`src/design/nfab_pkg.sv`:
```
// Shared types and constants for the Thompson NFA builder.
package nfab_pkg;

    // State numbering
    localparam int STATE_BITS  = 12;
    localparam int NUM_W       = STATE_BITS + 1;
    localparam int STATE_LIMIT = 1 << STATE_BITS;

    // Queue depths between the parts
    localparam int CMD_Q_DEPTH = 2;
    localparam int REC_Q_DEPTH = 4;

    // Token codes on req_type
    localparam logic [2:0] TOK_LIT  = 3'd0;
    localparam logic [2:0] TOK_CAT  = 3'd1;
    localparam logic [2:0] TOK_ALT  = 3'd2;
    localparam logic [2:0] TOK_STAR = 3'd3;
    localparam logic [2:0] TOK_END  = 3'd4;

    // Record kinds
    localparam logic [2:0] KIND_SYM   = 3'd0;
    localparam logic [2:0] KIND_EPS   = 3'd1;
    localparam logic [2:0] KIND_INIT  = 3'd2;
    localparam logic [2:0] KIND_FINAL = 3'd3;
    localparam logic [2:0] KIND_ERR   = 3'd4;

    // Error codes
    localparam logic [2:0] ERR_UNDERFLOW   = 3'd0;
    localparam logic [2:0] ERR_BAD_END     = 3'd1;
    localparam logic [2:0] ERR_UNSUPPORTED = 3'd2;
    localparam logic [2:0] ERR_OVERFLOW    = 3'd3;
    localparam logic [2:0] ERR_EXHAUSTED   = 3'd4;

    // Classified operation
    typedef enum logic [2:0] {
        OP_LIT,
        OP_CAT,
        OP_ALT,
        OP_STAR,
        OP_END,
        OP_BAD
    } op_t;

    typedef struct packed {
        logic [2:0] req_type;
        logic [7:0] symbol;
    } req_t;

    typedef struct packed {
        logic [2:0]            rec_kind;
        logic [STATE_BITS-1:0] from_state;
        logic [7:0]            edge_symbol;
        logic [STATE_BITS-1:0] to_state;
        logic [2:0]            error_code;
        logic                  last;
    } rec_t;

    typedef struct packed {
        logic [STATE_BITS-1:0] s;
        logic [STATE_BITS-1:0] e;
    } frag_t;

    typedef struct packed {
        op_t        op;
        logic [7:0] symbol;
    } op_item_t;

endpackage

```
`src/design/nfab_fifo.sv`:
```
// Small synchronous FIFO built from registers.
module nfab_fifo #(
    parameter int WIDTH = 8,
    parameter int DEPTH = 2
) (
    input  logic             clk,
    input  logic             rst_n,
    input  logic             wr_en,
    input  logic [WIDTH-1:0] wr_data,
    output logic             full,
    input  logic             rd_en,
    output logic [WIDTH-1:0] rd_data,
    output logic             empty
);

    localparam int PTR_W = (DEPTH > 1) ? $clog2(DEPTH) : 1;
    localparam int CNT_W = $clog2(DEPTH + 1);

    logic [WIDTH-1:0] slot_reg [DEPTH];
    logic [PTR_W-1:0] wr_ptr_reg, wr_ptr_next;
    logic [PTR_W-1:0] rd_ptr_reg, rd_ptr_next;
    logic [CNT_W-1:0] count_reg, count_next;
    logic             do_wr, do_rd;

    assign full    = (count_reg == CNT_W'(DEPTH));
    assign empty   = (count_reg == '0);
    assign do_wr   = wr_en && !full;
    assign do_rd   = rd_en && !empty;
    assign rd_data = slot_reg[rd_ptr_reg];

    // Advance pointers with wrap, track fill
    always_comb
    begin
        wr_ptr_next = wr_ptr_reg;
        rd_ptr_next = rd_ptr_reg;
        count_next  = count_reg;
        if (do_wr)
        begin
            wr_ptr_next = (wr_ptr_reg == PTR_W'(DEPTH - 1)) ? '0 : wr_ptr_reg + 1'b1;
        end
        if (do_rd)
        begin
            rd_ptr_next = (rd_ptr_reg == PTR_W'(DEPTH - 1)) ? '0 : rd_ptr_reg + 1'b1;
        end
        if (do_wr && !do_rd)
        begin
            count_next = count_reg + 1'b1;
        end
        else if (do_rd && !do_wr)
        begin
            count_next = count_reg - 1'b1;
        end
    end

    always_ff @(posedge clk or negedge rst_n)
    begin
        if (!rst_n)
        begin
            wr_ptr_reg <= '0;
            rd_ptr_reg <= '0;
            count_reg  <= '0;
        end
        else
        begin
            wr_ptr_reg <= wr_ptr_next;
            rd_ptr_reg <= rd_ptr_next;
            count_reg  <= count_next;
        end
    end

    // Store the incoming entry
    always_ff @(posedge clk)
    begin
        if (do_wr)
        begin
            slot_reg[wr_ptr_reg] <= wr_data;
        end
    end

endmodule

```
`src/design/nfab_front.sv`:
```
// Front end: accepts tokens, classifies them and queues them for the engine.
module nfab_front (
    input  logic                clk,
    input  logic                rst_n,
    input  logic                push,
    input  nfab_pkg::req_t      req,
    output logic                full,
    output nfab_pkg::op_item_t  item,
    output logic                item_valid,
    input  logic                item_take
);

    localparam int ITEM_W = $bits(nfab_pkg::op_item_t);

    nfab_pkg::op_item_t cls_item;
    logic               q_empty;
    logic [ITEM_W-1:0]  q_rd_data;

    // Classify the token
    always_comb
    begin
        cls_item.symbol = req.symbol;
        unique case (req.req_type)
            nfab_pkg::TOK_LIT:  cls_item.op = nfab_pkg::OP_LIT;
            nfab_pkg::TOK_CAT:  cls_item.op = nfab_pkg::OP_CAT;
            nfab_pkg::TOK_ALT:  cls_item.op = nfab_pkg::OP_ALT;
            nfab_pkg::TOK_STAR: cls_item.op = nfab_pkg::OP_STAR;
            nfab_pkg::TOK_END:  cls_item.op = nfab_pkg::OP_END;
            default:            cls_item.op = nfab_pkg::OP_BAD;
        endcase
    end

    // Queue classified requests toward the engine
    nfab_fifo #(
        .WIDTH (ITEM_W),
        .DEPTH (nfab_pkg::CMD_Q_DEPTH)
    ) u_cmd_q (
        .clk     (clk),
        .rst_n   (rst_n),
        .wr_en   (push),
        .wr_data (cls_item),
        .full    (full),
        .rd_en   (item_take),
        .rd_data (q_rd_data),
        .empty   (q_empty)
    );

    assign item       = nfab_pkg::op_item_t'(q_rd_data);
    assign item_valid = !q_empty;

endmodule

```
`src/design/nfab_back.sv`:
```
// Back end: fragment stack, state counter and transition record emitter.
module nfab_back #(
    parameter int STACK_DEPTH = 64
) (
    input  logic               clk,
    input  logic               rst_n,
    input  nfab_pkg::op_item_t item,
    input  logic               item_valid,
    output logic               item_take,
    output nfab_pkg::rec_t     rec,
    output logic               rec_valid,
    input  logic               rec_full
);

    localparam int SB     = nfab_pkg::STATE_BITS;
    localparam int NW     = nfab_pkg::NUM_W;
    localparam int CNT_W  = $clog2(STACK_DEPTH + 1);
    localparam int ADDR_W = $clog2(STACK_DEPTH);

    // Stack store: all fragments below the top; the top sits in a register
    nfab_pkg::frag_t mem [STACK_DEPTH];
    nfab_pkg::frag_t rd_reg;

    logic [CNT_W-1:0] count_reg, count_next;
    logic [NW-1:0]    num_reg, num_next;
    nfab_pkg::frag_t  top_reg, top_eff, top_next;
    logic             fix_reg, fix_next;

    // Job being emitted
    logic             job_valid_reg;
    nfab_pkg::op_t    job_op_reg;
    logic             job_err_reg;
    logic [2:0]       job_code_reg;
    logic [SB-1:0]    job_s_reg, job_e_reg;
    nfab_pkg::frag_t  job_b_reg;
    logic [7:0]       job_sym_reg;
    logic [1:0]       job_idx_reg, job_last_reg;

    // Decode results
    logic             dec_err;
    logic [2:0]       dec_code;
    logic [1:0]       dec_last;
    logic             wr_en, rd_en;
    logic             states_ok;
    logic [SB-1:0]    new_s, new_e;
    logic [ADDR_W-1:0] wr_addr, rd_addr;

    logic             emit_fire, emit_done;

    // Top fragment start is patched from the read data after a concat
    always_comb
    begin
        top_eff = top_reg;
        if (fix_reg)
        begin
            top_eff.s = rd_reg.s;
        end
    end

    assign emit_fire = job_valid_reg && !rec_full;
    assign emit_done = emit_fire && (job_idx_reg == job_last_reg);
    assign item_take = item_valid && (!job_valid_reg || emit_done);

    assign states_ok = (num_reg <= NW'(nfab_pkg::STATE_LIMIT - 2));
    assign new_s     = num_reg[SB-1:0];
    assign new_e     = new_s + SB'(1);
    assign wr_addr   = ADDR_W'(count_reg - CNT_W'(1));
    assign rd_addr   = ADDR_W'(count_reg - CNT_W'(2));

    // Check the token and work out the new stack state
    always_comb
    begin
        dec_err    = 1'b0;
        dec_code   = nfab_pkg::ERR_UNDERFLOW;
        dec_last   = 2'd0;
        count_next = count_reg;
        num_next   = num_reg;
        top_next   = top_eff;
        fix_next   = 1'b0;
        wr_en      = 1'b0;
        rd_en      = 1'b0;
        unique case (item.op)
            nfab_pkg::OP_LIT:
            begin
                if (count_reg >= CNT_W'(STACK_DEPTH))
                begin
                    dec_err  = 1'b1;
                    dec_code = nfab_pkg::ERR_OVERFLOW;
                end
                else if (!states_ok)
                begin
                    dec_err  = 1'b1;
                    dec_code = nfab_pkg::ERR_EXHAUSTED;
                end
                else
                begin
                    count_next = count_reg + 1'b1;
                    num_next   = num_reg + NW'(2);
                    top_next.s = new_s;
                    top_next.e = new_e;
                    wr_en      = (count_reg != '0);
                end
            end
            nfab_pkg::OP_CAT:
            begin
                if (count_reg < CNT_W'(2))
                begin
                    dec_err = 1'b1;
                end
                else
                begin
                    count_next = count_reg - 1'b1;
                    fix_next   = 1'b1;
                    rd_en      = 1'b1;
                end
            end
            nfab_pkg::OP_ALT:
            begin
                if (count_reg < CNT_W'(2))
                begin
                    dec_err = 1'b1;
                end
                else if (!states_ok)
                begin
                    dec_err  = 1'b1;
                    dec_code = nfab_pkg::ERR_EXHAUSTED;
                end
                else
                begin
                    count_next = count_reg - 1'b1;
                    num_next   = num_reg + NW'(2);
                    top_next.s = new_s;
                    top_next.e = new_e;
                    rd_en      = 1'b1;
                    dec_last   = 2'd3;
                end
            end
            nfab_pkg::OP_STAR:
            begin
                if (count_reg == '0)
                begin
                    dec_err = 1'b1;
                end
                else if (!states_ok)
                begin
                    dec_err  = 1'b1;
                    dec_code = nfab_pkg::ERR_EXHAUSTED;
                end
                else
                begin
                    num_next   = num_reg + NW'(2);
                    top_next.s = new_s;
                    top_next.e = new_e;
                    dec_last   = 2'd3;
                end
            end
            nfab_pkg::OP_END:
            begin
                if (count_reg != CNT_W'(1))
                begin
                    dec_err  = 1'b1;
                    dec_code = nfab_pkg::ERR_BAD_END;
                end
                else
                begin
                    count_next = '0;
                    num_next   = '0;
                    dec_last   = 2'd1;
                end
            end
            default:
            begin
                dec_err  = 1'b1;
                dec_code = nfab_pkg::ERR_UNSUPPORTED;
            end
        endcase
        // Drop everything on an error
        if (dec_err)
        begin
            count_next = '0;
            num_next   = '0;
            dec_last   = 2'd0;
            fix_next   = 1'b0;
            wr_en      = 1'b0;
            rd_en      = 1'b0;
        end
    end

    // Stack control state
    always_ff @(posedge clk or negedge rst_n)
    begin
        if (!rst_n)
        begin
            count_reg <= '0;
            num_reg   <= '0;
            fix_reg   <= 1'b0;
        end
        else
        begin
            if (item_take)
            begin
                count_reg <= count_next;
                num_reg   <= num_next;
            end
            fix_reg <= item_take && fix_next;
        end
    end

    // Top fragment register
    always_ff @(posedge clk)
    begin
        top_reg <= item_take ? top_next : top_eff;
    end

    // Stack store: push the old top, read the second entry
    always_ff @(posedge clk)
    begin
        if (item_take && wr_en)
        begin
            mem[wr_addr] <= top_eff;
        end
        if (item_take && rd_en)
        begin
            rd_reg <= mem[rd_addr];
        end
    end

    // Job control
    always_ff @(posedge clk or negedge rst_n)
    begin
        if (!rst_n)
        begin
            job_valid_reg <= 1'b0;
            job_idx_reg   <= 2'd0;
        end
        else if (item_take)
        begin
            job_valid_reg <= 1'b1;
            job_idx_reg   <= 2'd0;
        end
        else if (emit_done)
        begin
            job_valid_reg <= 1'b0;
        end
        else if (emit_fire)
        begin
            job_idx_reg <= job_idx_reg + 1'b1;
        end
    end

    // Job payload
    always_ff @(posedge clk)
    begin
        if (item_take)
        begin
            job_op_reg   <= item.op;
            job_err_reg  <= dec_err;
            job_code_reg <= dec_code;
            job_s_reg    <= new_s;
            job_e_reg    <= new_e;
            job_b_reg    <= top_eff;
            job_sym_reg  <= item.symbol;
            job_last_reg <= dec_last;
        end
    end

    // Build the current record
    always_comb
    begin
        rec             = '0;
        rec.last        = (job_idx_reg == job_last_reg);
        rec.rec_kind    = nfab_pkg::KIND_EPS;
        if (job_err_reg)
        begin
            rec.rec_kind   = nfab_pkg::KIND_ERR;
            rec.error_code = job_code_reg;
        end
        else
        begin
            unique case (job_op_reg)
                nfab_pkg::OP_LIT:
                begin
                    rec.rec_kind    = nfab_pkg::KIND_SYM;
                    rec.from_state  = job_s_reg;
                    rec.edge_symbol = job_sym_reg;
                    rec.to_state    = job_e_reg;
                end
                nfab_pkg::OP_CAT:
                begin
                    rec.from_state = rd_reg.e;
                    rec.to_state   = job_b_reg.s;
                end
                nfab_pkg::OP_ALT:
                begin
                    unique case (job_idx_reg)
                        2'd0:
                        begin
                            rec.from_state = job_s_reg;
                            rec.to_state   = rd_reg.s;
                        end
                        2'd1:
                        begin
                            rec.from_state = job_s_reg;
                            rec.to_state   = job_b_reg.s;
                        end
                        2'd2:
                        begin
                            rec.from_state = rd_reg.e;
                            rec.to_state   = job_e_reg;
                        end
                        default:
                        begin
                            rec.from_state = job_b_reg.e;
                            rec.to_state   = job_e_reg;
                        end
                    endcase
                end
                nfab_pkg::OP_STAR:
                begin
                    unique case (job_idx_reg)
                        2'd0:
                        begin
                            rec.from_state = job_s_reg;
                            rec.to_state   = job_b_reg.s;
                        end
                        2'd1:
                        begin
                            rec.from_state = job_s_reg;
                            rec.to_state   = job_e_reg;
                        end
                        2'd2:
                        begin
                            rec.from_state = job_b_reg.e;
                            rec.to_state   = job_b_reg.s;
                        end
                        default:
                        begin
                            rec.from_state = job_b_reg.e;
                            rec.to_state   = job_e_reg;
                        end
                    endcase
                end
                nfab_pkg::OP_END:
                begin
                    if (job_idx_reg == 2'd0)
                    begin
                        rec.rec_kind   = nfab_pkg::KIND_INIT;
                        rec.from_state = job_b_reg.s;
                    end
                    else
                    begin
                        rec.rec_kind   = nfab_pkg::KIND_FINAL;
                        rec.from_state = job_b_reg.e;
                    end
                end
                default:
                begin
                    rec.rec_kind   = nfab_pkg::KIND_ERR;
                    rec.error_code = nfab_pkg::ERR_UNSUPPORTED;
                end
            endcase
        end
    end

    assign rec_valid = emit_fire;

    // Checks
    a_count_bound: assert property (@(posedge clk) disable iff (!rst_n)
        count_reg <= CNT_W'(STACK_DEPTH))
        else $error("fragment count beyond stack depth");

    a_num_even: assert property (@(posedge clk) disable iff (!rst_n)
        (num_reg[0] == 1'b0) && (num_reg <= NW'(nfab_pkg::STATE_LIMIT)))
        else $error("state counter odd or out of range");

    a_fix_job: assert property (@(posedge clk) disable iff (!rst_n)
        fix_reg |-> (job_valid_reg && job_op_reg == nfab_pkg::OP_CAT && job_idx_reg == 2'd0))
        else $error("concat patch pending without its job");

    a_idx_bound: assert property (@(posedge clk) disable iff (!rst_n)
        job_valid_reg |-> (job_idx_reg <= job_last_reg))
        else $error("record index past last record");

    a_end_clears: assert property (@(posedge clk) disable iff (!rst_n)
        (item_take && item.op == nfab_pkg::OP_END) |=> (count_reg == '0 && num_reg == '0))
        else $error("end token did not clear the builder");

endmodule

```
`src/design/thompson_nfa_builder.sv`:
```
// Thompson NFA builder top level: postfix regex tokens in, NFA transition records out.
//
// Usage:
//   Request side is a queue: drive req and push; a request is taken at a clock edge
//   with push high and full low. Result side is a queue: while empty is low the oldest
//   record is on rec; it is taken at a clock edge with pop high and empty low.
//   Each token produces one to four records; the final one of a token has last set.
// Timing:
//   The first record of a token passes the request queue, the job registers and the
//   result queue before it appears on rec. The record emitter writes one record per
//   cycle into the result queue while that queue is not full, so record count per token
//   sets the rate; the next token is taken as the last record of a token is written.
//   A concat may follow any token at once; the second stack entry is read into a register.
// Reset:
//   rst_n low empties both queues, the fragment stack and the state counter.
//   Stack contents need no clearing pass.
// Stalls:
//   If pop stays low, the result queue fills, the emitter holds, the request
//   queue fills and full rises. No record is lost or repeated.
module thompson_nfa_builder #(
    parameter int STACK_DEPTH = 64
) (
    input  logic            clk,
    input  logic            rst_n,
    input  logic            push,
    input  nfab_pkg::req_t  req,
    output logic            full,
    output logic            empty,
    input  logic            pop,
    output nfab_pkg::rec_t  rec
);

    localparam int REC_W = $bits(nfab_pkg::rec_t);

    nfab_pkg::op_item_t item;
    logic               item_valid;
    logic               item_take;
    nfab_pkg::rec_t     eng_rec;
    logic               eng_rec_valid;
    logic               rec_q_full;
    logic [REC_W-1:0]   rec_q_data;

    // Accept and classify tokens
    nfab_front u_front (
        .clk        (clk),
        .rst_n      (rst_n),
        .push       (push),
        .req        (req),
        .full       (full),
        .item       (item),
        .item_valid (item_valid),
        .item_take  (item_take)
    );

    // Run the construction
    nfab_back #(
        .STACK_DEPTH (STACK_DEPTH)
    ) u_back (
        .clk        (clk),
        .rst_n      (rst_n),
        .item       (item),
        .item_valid (item_valid),
        .item_take  (item_take),
        .rec        (eng_rec),
        .rec_valid  (eng_rec_valid),
        .rec_full   (rec_q_full)
    );

    // Hold finished records for the receiver
    nfab_fifo #(
        .WIDTH (REC_W),
        .DEPTH (nfab_pkg::REC_Q_DEPTH)
    ) u_rec_q (
        .clk     (clk),
        .rst_n   (rst_n),
        .wr_en   (eng_rec_valid),
        .wr_data (eng_rec),
        .full    (rec_q_full),
        .rd_en   (pop),
        .rd_data (rec_q_data),
        .empty   (empty)
    );

    assign rec = nfab_pkg::rec_t'(rec_q_data);

endmodule

```
`config.mk`:
```
export PLATFORM = sky130hd
export DESIGN_NAME = thompson_nfa_builder
export DESIGN_NICKNAME = d
export VERILOG_FILES = /design/src/design/nfab_pkg.sv /design/src/design/nfab_fifo.sv /design/src/design/nfab_front.sv /design/src/design/nfab_back.sv /design/src/design/thompson_nfa_builder.sv
export SDC_FILE = /design/constraint.sdc
export NUM_CORES = 2
export LEC_CHECK = 0
export BUFFER_PORTS_ARGS = -buffer_cell sky130_fd_sc_hd__clkbuf_2
export CAP_MARGIN = 10
export CORE_ASPECT_RATIO = 0.7
export CORE_MARGIN = 8
export CORE_UTILIZATION = 55
export CTS_CLUSTER_DIAMETER = 60
export DETAILED_ROUTE_END_ITERATION = 12
export GPL_ROUTABILITY_DRIVEN = 0
export HOLD_SLACK_MARGIN = 0.12
export PLACE_DENSITY = 0.71
export SLEW_MARGIN = 40
export SYNTH_ARGS = -nofsm -noshare
export SYNTH_HDL_FRONTEND = slang
export SYNTH_SLANG_ARGS = --single-unit
```
`constraint.sdc`:
```
create_clock -name clk -period 4.95 [get_ports clk]
set_input_delay 0.495 -clock clk [delete_from_list [all_inputs] [get_ports clk]]
set_output_delay 0.495 -clock clk [all_outputs]
set_load 0.005 [all_outputs]
```
---- Word-level counts from Yosys, hierarchy flattened ----
Memory sizes are Yosys's and may differ from the RTL's. A register that Yosys moved wholly into a read port is not among the register bits.
Cells that the tools add are included.
storage, ports and cells
  bits in registers ....................... 124
  bits in writable memories ............... 1714
  input port bits ......................... 15
  output and inout port bits .............. 41
  logic and storage cells ................. 204
  memories kept ........................... 3
cells by class
  $add $sub $neg .......................... 14
  order comparisons ....................... 3
  eq/ne operators ......................... 31
  multiplexer cells ....................... 84
  reduce and logical (&&, ||, !) cells .... 47
memories
  memory                    depth  width  read ports  clocked after Yosys merged registers in  wr ports  RTL line         RTL
  u_back.mem                64     24     1           1                                        1         nfab_back.sv:21  nfab_pkg::frag_t mem [STACK_DEPTH];
  u_rec_q.slot_reg          4      39     1           0                                        1         nfab_fifo.sv:19  logic [WIDTH-1:0] slot_reg [DEPTH];
  u_front.u_cmd_q.slot_reg  2      11     1           0                                        1         nfab_fifo.sv:19
operator list
  operator                                                                  count
  24-bit two-way mux                                                        5
  13-bit two-way mux                                                        7
  24-bit one-hot mux with 3 select lines                                    1
  12-bit one-hot mux with 5 select lines                                    1
  13-bit one-hot mux with 4 select lines                                    1
  7-bit two-way mux                                                         7
  12-bit one-hot mux with 2 select lines                                    2
  12-bit one-hot mux with 4 select lines                                    1
  12-bit two-way mux                                                        3
  32-bit two-way mux                                                        1
  3-bit one-hot mux with 5 select lines                                     2
  1-bit two-way mux                                                         28
  7-bit one-hot mux with 4 select lines                                     1
  3-bit two-way mux                                                         8
  2-bit two-way mux                                                         11
  3-bit by 2-bit == test with 1-bit output (second input constant)          6
  3-bit by 2-bit inequality test with 1-bit output (second input constant)  5
  1-bit logical AND                                                         14
  13-bit by 2-bit adder with 13-bit output (second input constant)          1
  13-bit by 12-bit <= comparator with 1-bit output (second input constant)  1
  12-bit by 1-bit adder with 12-bit output (second input constant)          1
  3-bit == test (second input constant)                                     4
  3-bit zero test                                                           4
  5-bit nonzero test                                                        2
  other kinds (37)                                                          62

---- Longest topological paths before layout ----
  depth in word-level cells ............... 10
  gate-level depth with buffers ........... 14
  depth with buffers taken out ............ 8

---- Cells and area by module ----
From an unflattened synthesis, not the netlist that was laid out.
unflattened totals
  cells, all modules ...................... 3579
  area total of the unflattened synthesis .. 72453.2 µm²
modules (own cells, without submodules)
  module                        instances  cells each  area each (µm²)  sequential area each (µm²)
  nfab_back                     1          3281        65368.9          49822.8
  nfab_fifo at u_rec_q          1          241         6060.8           4859.7
  nfab_fifo at u_front.u_cmd_q  1          53          1002.2           760.7
  nfab_front                    1          4           21.3             0.0

---- Worst setup path after synthesis ----
No wires, ideal clock.
  kind .................................... reg2reg
  from .................................... register u_back.count_reg[1]
  to ...................................... memory u_back.mem[0][0] (netlist bit), enable pin
  setup time .............................. 405 ps
  arrival ................................. 3730 ps
  required time ........................... 4545 ps
  setup slack ............................. 815 ps
  cell stages (with the launch flop) ...... 13
  path buffers ............................ 5
  period minus slack after synthesis ...... 4135 ps
  path through ............................ dfrtp_1 buf_2 buf_2 buf_2 buf_1 inv_1 ha_1 or3b_1 buf_2 o211ai_1 nor4_2 nand3_1 nor2_1
between the ends
  word-level cells in the longest chain between the ends .. 8
  elaborated cells between the ends (all ways) .. 19
  those cells by class .................... 1 x add/sub; 2 x order compare; 1 x eq/ne; 12 x mux; 3 x reduce/logical
RTL lines
  element                                                                                                RTL line          RTL
  from (decl)                                                                                            nfab_back.sv:24   logic [CNT_W-1:0] count_reg, count_next;
  from (signal assigned)                                                                                 nfab_back.sv:202  count_reg <= count_next;
  parallel branches: the longest is 8 deep, another holds 7-bit by 2-bit < comparator with 1-bit output  -
  to (decl)                                                                                              nfab_back.sv:21
Parallel ways; which one is timed is not known.

---- Worst setup path after layout ----
  from .................................... register u_back.count_reg[1]
  to ...................................... register u_back.rd_reg[2] (netlist name)
between the ends
  word-level cells in the longest chain between the ends .. 5
  elaborated cells between the ends (all ways) .. 16
  those cells by class .................... 1 x add/sub; 2 x order compare; 1 x eq/ne; 10 x mux; 2 x reduce/logical
RTL lines
  element                                                                                                RTL line                            RTL
  7-bit by 2-bit < comparator with 1-bit output (tied with other cells)                                  nfab_back.sv:106, nfab_back.sv:119
  1-bit two-way mux (on tied branches)                                                                   -
  1-bit one-hot mux with 5 select lines / 1-bit one-hot mux with 2 select lines (equally long branches)  nfab_back.sv:82                     unique case (item.op)
  1-bit two-way mux                                                                                      nfab_back.sv:178                    if (dec_err)
  1-bit logical AND                                                                                      nfab_back.sv:222                    if (item_take && rd_en)
Parallel ways exist; a longest one is shown, timed or not.
A chain may end at the register's enable or synchronous reset.

==> run metrics <==
status completed; switch share 35.8%; Ports 56; Clock power frac 23.5%; Post-Syn Area 0.0726 mm²; met2 Use GR 37.0%; Port-buffer cells 55; Clock Tree Root clkbuf_16; FF-to-FF path depth 8; busiest grt layer met1; worst slew pin tran 0.911 ns; Setup CP Type flop to flop; worst-path maximum fanout 20; Hold Worst Slack 0.301 ns; largest net degree at the start of global routing 143; sequential share of power 40.3%; Clk pin slew, worst setup/hold paths 0.06 ns; gr ovfl total 0; Synth Register Bits 1,857; slew margin rel. 38.8%; Post-CTS Setup Inserts 0; Synth Instances 3,368; FILL cells 8,624; CTS Sinks 1,857; skew final 0.0279 ns; post-cts sizing count 0; unrepaired setup endpoints after global routing no; total global-route track usage 25.6%; CTS Buf Count 166; # DRC 0; Startpoint Class flop; CP arrival 4.52 ns; vias in the first global route 35,900; fin crit share 81.0%; CTS tree yes; sequential area share after synthesis 76.4%; P_leak 25.2 nW; htree depth 4; dpl hpwl 116,000 µm; worst r2r src u_back.count_reg[1]; max FFs per register 1,536; Comb power frac 36.3%; M1 GR Usage 38.8%; Final nets 3,592; Non-Filler Instances 5,440; async set or reset register ratio after synthesis 1.83%; Fin. Hold Viols 0; Critical Path Sink Type flop; Vias/cell 6.78; Int Power 33.5 mW; die footprint 0.144 mm²; predominant post-synthesis flop cell edfxtp_1; row cnt 111; YS warnings 0; Yosys cell types 82; peak supply drop 0.535 mV; pwr/cell area 643 mW/mm²; Routed wire per std cell 34.3 µm; Syn Nets 3,402; final critical-path required period 4.01 ns; Crit path required time 5.46 ns; EDFF count, synth 1,811; Via Count 36,900; RR Endpoint u_back.rd_reg[2]; drt initial violations 6,534; layout cells sized above 1 28.5%; total wire length 186,000 µm; Final Core Density 61.9%; initial antenna violation count 20; Placed Cells 5,126; met3 GRT Util 7.42%; hold crit path type input port to async pin; MaxCap Viol Count 0; CTS max path bufs 3; final setup fails 0; post-synthesis area per instance 21.6 µm²; antenna viol nets, final 0; NetSw 18.7 mW; CTS Hold Buffers Added 15; max-slew violations 0; setup tns final 0 ns; starting density of the core 55.4%; clk_lat worst skew 0.78 ns; core area 0.131 mm²; first-pass GRT wire length 267,000 µm; reg2reg setup slack 0.94 ns; FMAX 0.249 GHz; DIE WIDTH 450 µm; drt pass-1 iters 9; die height 320 µm; area grow syn2layout 11.7%
==> routing by layer <==
layer / share of wire (%) / routed length (µm)
met2: 44 / 82500
met4: 2.6 / 4890
met5: 0.0043 / 8
met3: 14 / 25900
met1: 39 / 73200
==> synth_stat cells (4+ instances only) <==
library cell | number | area (µm²)
a22o_1 | 4 | 35.0
xnor2_1 | 12 | 105
dfxtp_1 | 12 | 240
a21oi_1 | 58 | 290
nand2_1 | 108 | 405
buf_1 | 20 | 75.1
o21ai_0 | 38 | 190
o22ai_1 | 54 | 338
edfxtp_1 | 1811 | 54400
a222oi_1 | 11 | 110
mux2_2 | 13 | 146
a211oi_1 | 4 | 30.0
nor3b_1 | 6 | 45.0
nand2b_1 | 9 | 56.3
nor2_1 | 163 | 612
o21ai_1 | 4 | 20.0
nand3_1 | 17 | 85.1
inv_1 | 29 | 109
nor3_1 | 12 | 60.1
dfrtp_1 | 34 | 851
a31oi_1 | 8 | 50.1
mux4_2 | 495 | 11100
a221oi_1 | 11 | 96.3
a211o_1 | 11 | 96.3
or3_1 | 4 | 25.0
buf_2 | 63 | 315
xor2_1 | 15 | 131
clkbuf_1 | 100 | 375
nor2b_1 | 6 | 37.5
a22oi_1 | 36 | 270
mux2i_1 | 71 | 711
and3_1 | 14 | 87.6
and2_1 | 16 | 100
ha_1 | 18 | 225
buf_4 | 9 | 67.6
o211ai_1 | 4 | 30.0
==> area by class of cell <==
class                           instances  area [µm²]  share of cell area (%)
Tap cell                             1751        2190                    2.70
Inverter                               32         133                   0.164
Clock buffer                          208        4410                    5.44
Clock inverter                         87         644                   0.795
Multi-Input combinational cell       1285       16500                    20.3
Antenna cell                            4        10.0                  0.0123
Timing Repair Buffer                  216        1730                    2.14
Sequential cell                      1857       55500                    68.5
==> power groups by stage <==
| stage | sequential, mW | combinational [mW] | clock, mW |
|---|---|---|---|
| after floorplan | 21.1 | 11.0 | 0 |
| after global placement | 21.2 | 18.2 | 0 |
| after detailed placement | 21.3 | 18.5 | 0 |
| after CTS | 21.0 | 18.6 | 12.3 |
| after global routing | 21.1 | 19.7 | 12.9 |
| final | 21.0 | 18.9 | 12.2 |
==> worst max path at each step <==
| stage | cells after the start | slack (ns) | startpoint | endpoint |
|---|---|---|---|---|
| floorplan | 12 | 0.82 | u_back.count_reg[1] | u_back.mem[0][0] |
| global placement | 6 | 0.97 | u_back.count_reg[0] | u_back.rd_reg[16] |
| detailed placement | 6 | 0.98 | u_back.count_reg[0] | u_back.rd_reg[14] |
| CTS | 6 | 0.97 | u_back.count_reg[0] | u_back.rd_reg[14] |
| global route | 8 | 0.81 | u_back.count_reg[2] | u_back.rd_reg[2] |
| finish | 8 | 0.94 | u_back.count_reg[1] | u_back.rd_reg[2] |
==> through the flow <==
stage	area (µm²)	total power, mW	setup WS [ns]
2_1_floorplan	72600	32.1	0.815
3_3_place_gp	75600	39.4	0.966
3_5_place_dp	75800	39.8	0.978
4_1_cts	81000	51.9	0.973
5_1_grt	81000	53.7	0.807
6_report	81100	52.1	0.939
==> placed cells by master (no fill, tap or decap), types with 5 or more instances in the layout <==
master,count
edfxtp_1,1811
mux4_2,495
clkbuf_16,169
buf_4,123
nand2_1,106
nor2_1,96
mux2i_1,71
nor2_2,68
a21oi_1,57
clkbuf_2,54
o22ai_1,53
clkinv_1,42
o21ai_0,38
a22oi_1,36
clkbuf_1,36
dfrtp_1,31
clkinv_2,29
inv_1,19
nand3_1,17
ha_1,16
dlygate4sd3_1,15
xor2_1,14
and3_1,14
and2_1,12
xnor2_1,12
buf_12,12
dfxtp_1,12
mux2_2,11
nor3_1,11
a211o_1,11
a221oi_1,11
a222oi_1,11
buf_6,10
inv_6,9
nand2b_1,7
a31oi_1,7
bufinv_16,7
nor2b_1,5
nor3b_1,5
==> worst max-delay path, stage by stage (launching register included) <==
cell and delay (ns):
dfrtp_4 0.51, inv_1 0.19, ha_1 0.34, nand2b_1 0.35, nand2_4 0.53, buf_4 0.49
mux4_2 0.74, o22ai_1 0.47, nor2_1 0.09
==> logic make-up after synthesis <==
logic type	count (synthesis)	synth area share (%)
AO/OA/AOI/OAI	279	2.64
buffers and inverters	226	1.34
XOR/XNOR	27	0.326
flip-flops	1857	76.4
adder cells (fa/ha/maj)	19	0.338
AND/OR/NAND/NOR	380	2.37
multiplexers	580	16.6
Power figures use the tool's default switching activity.
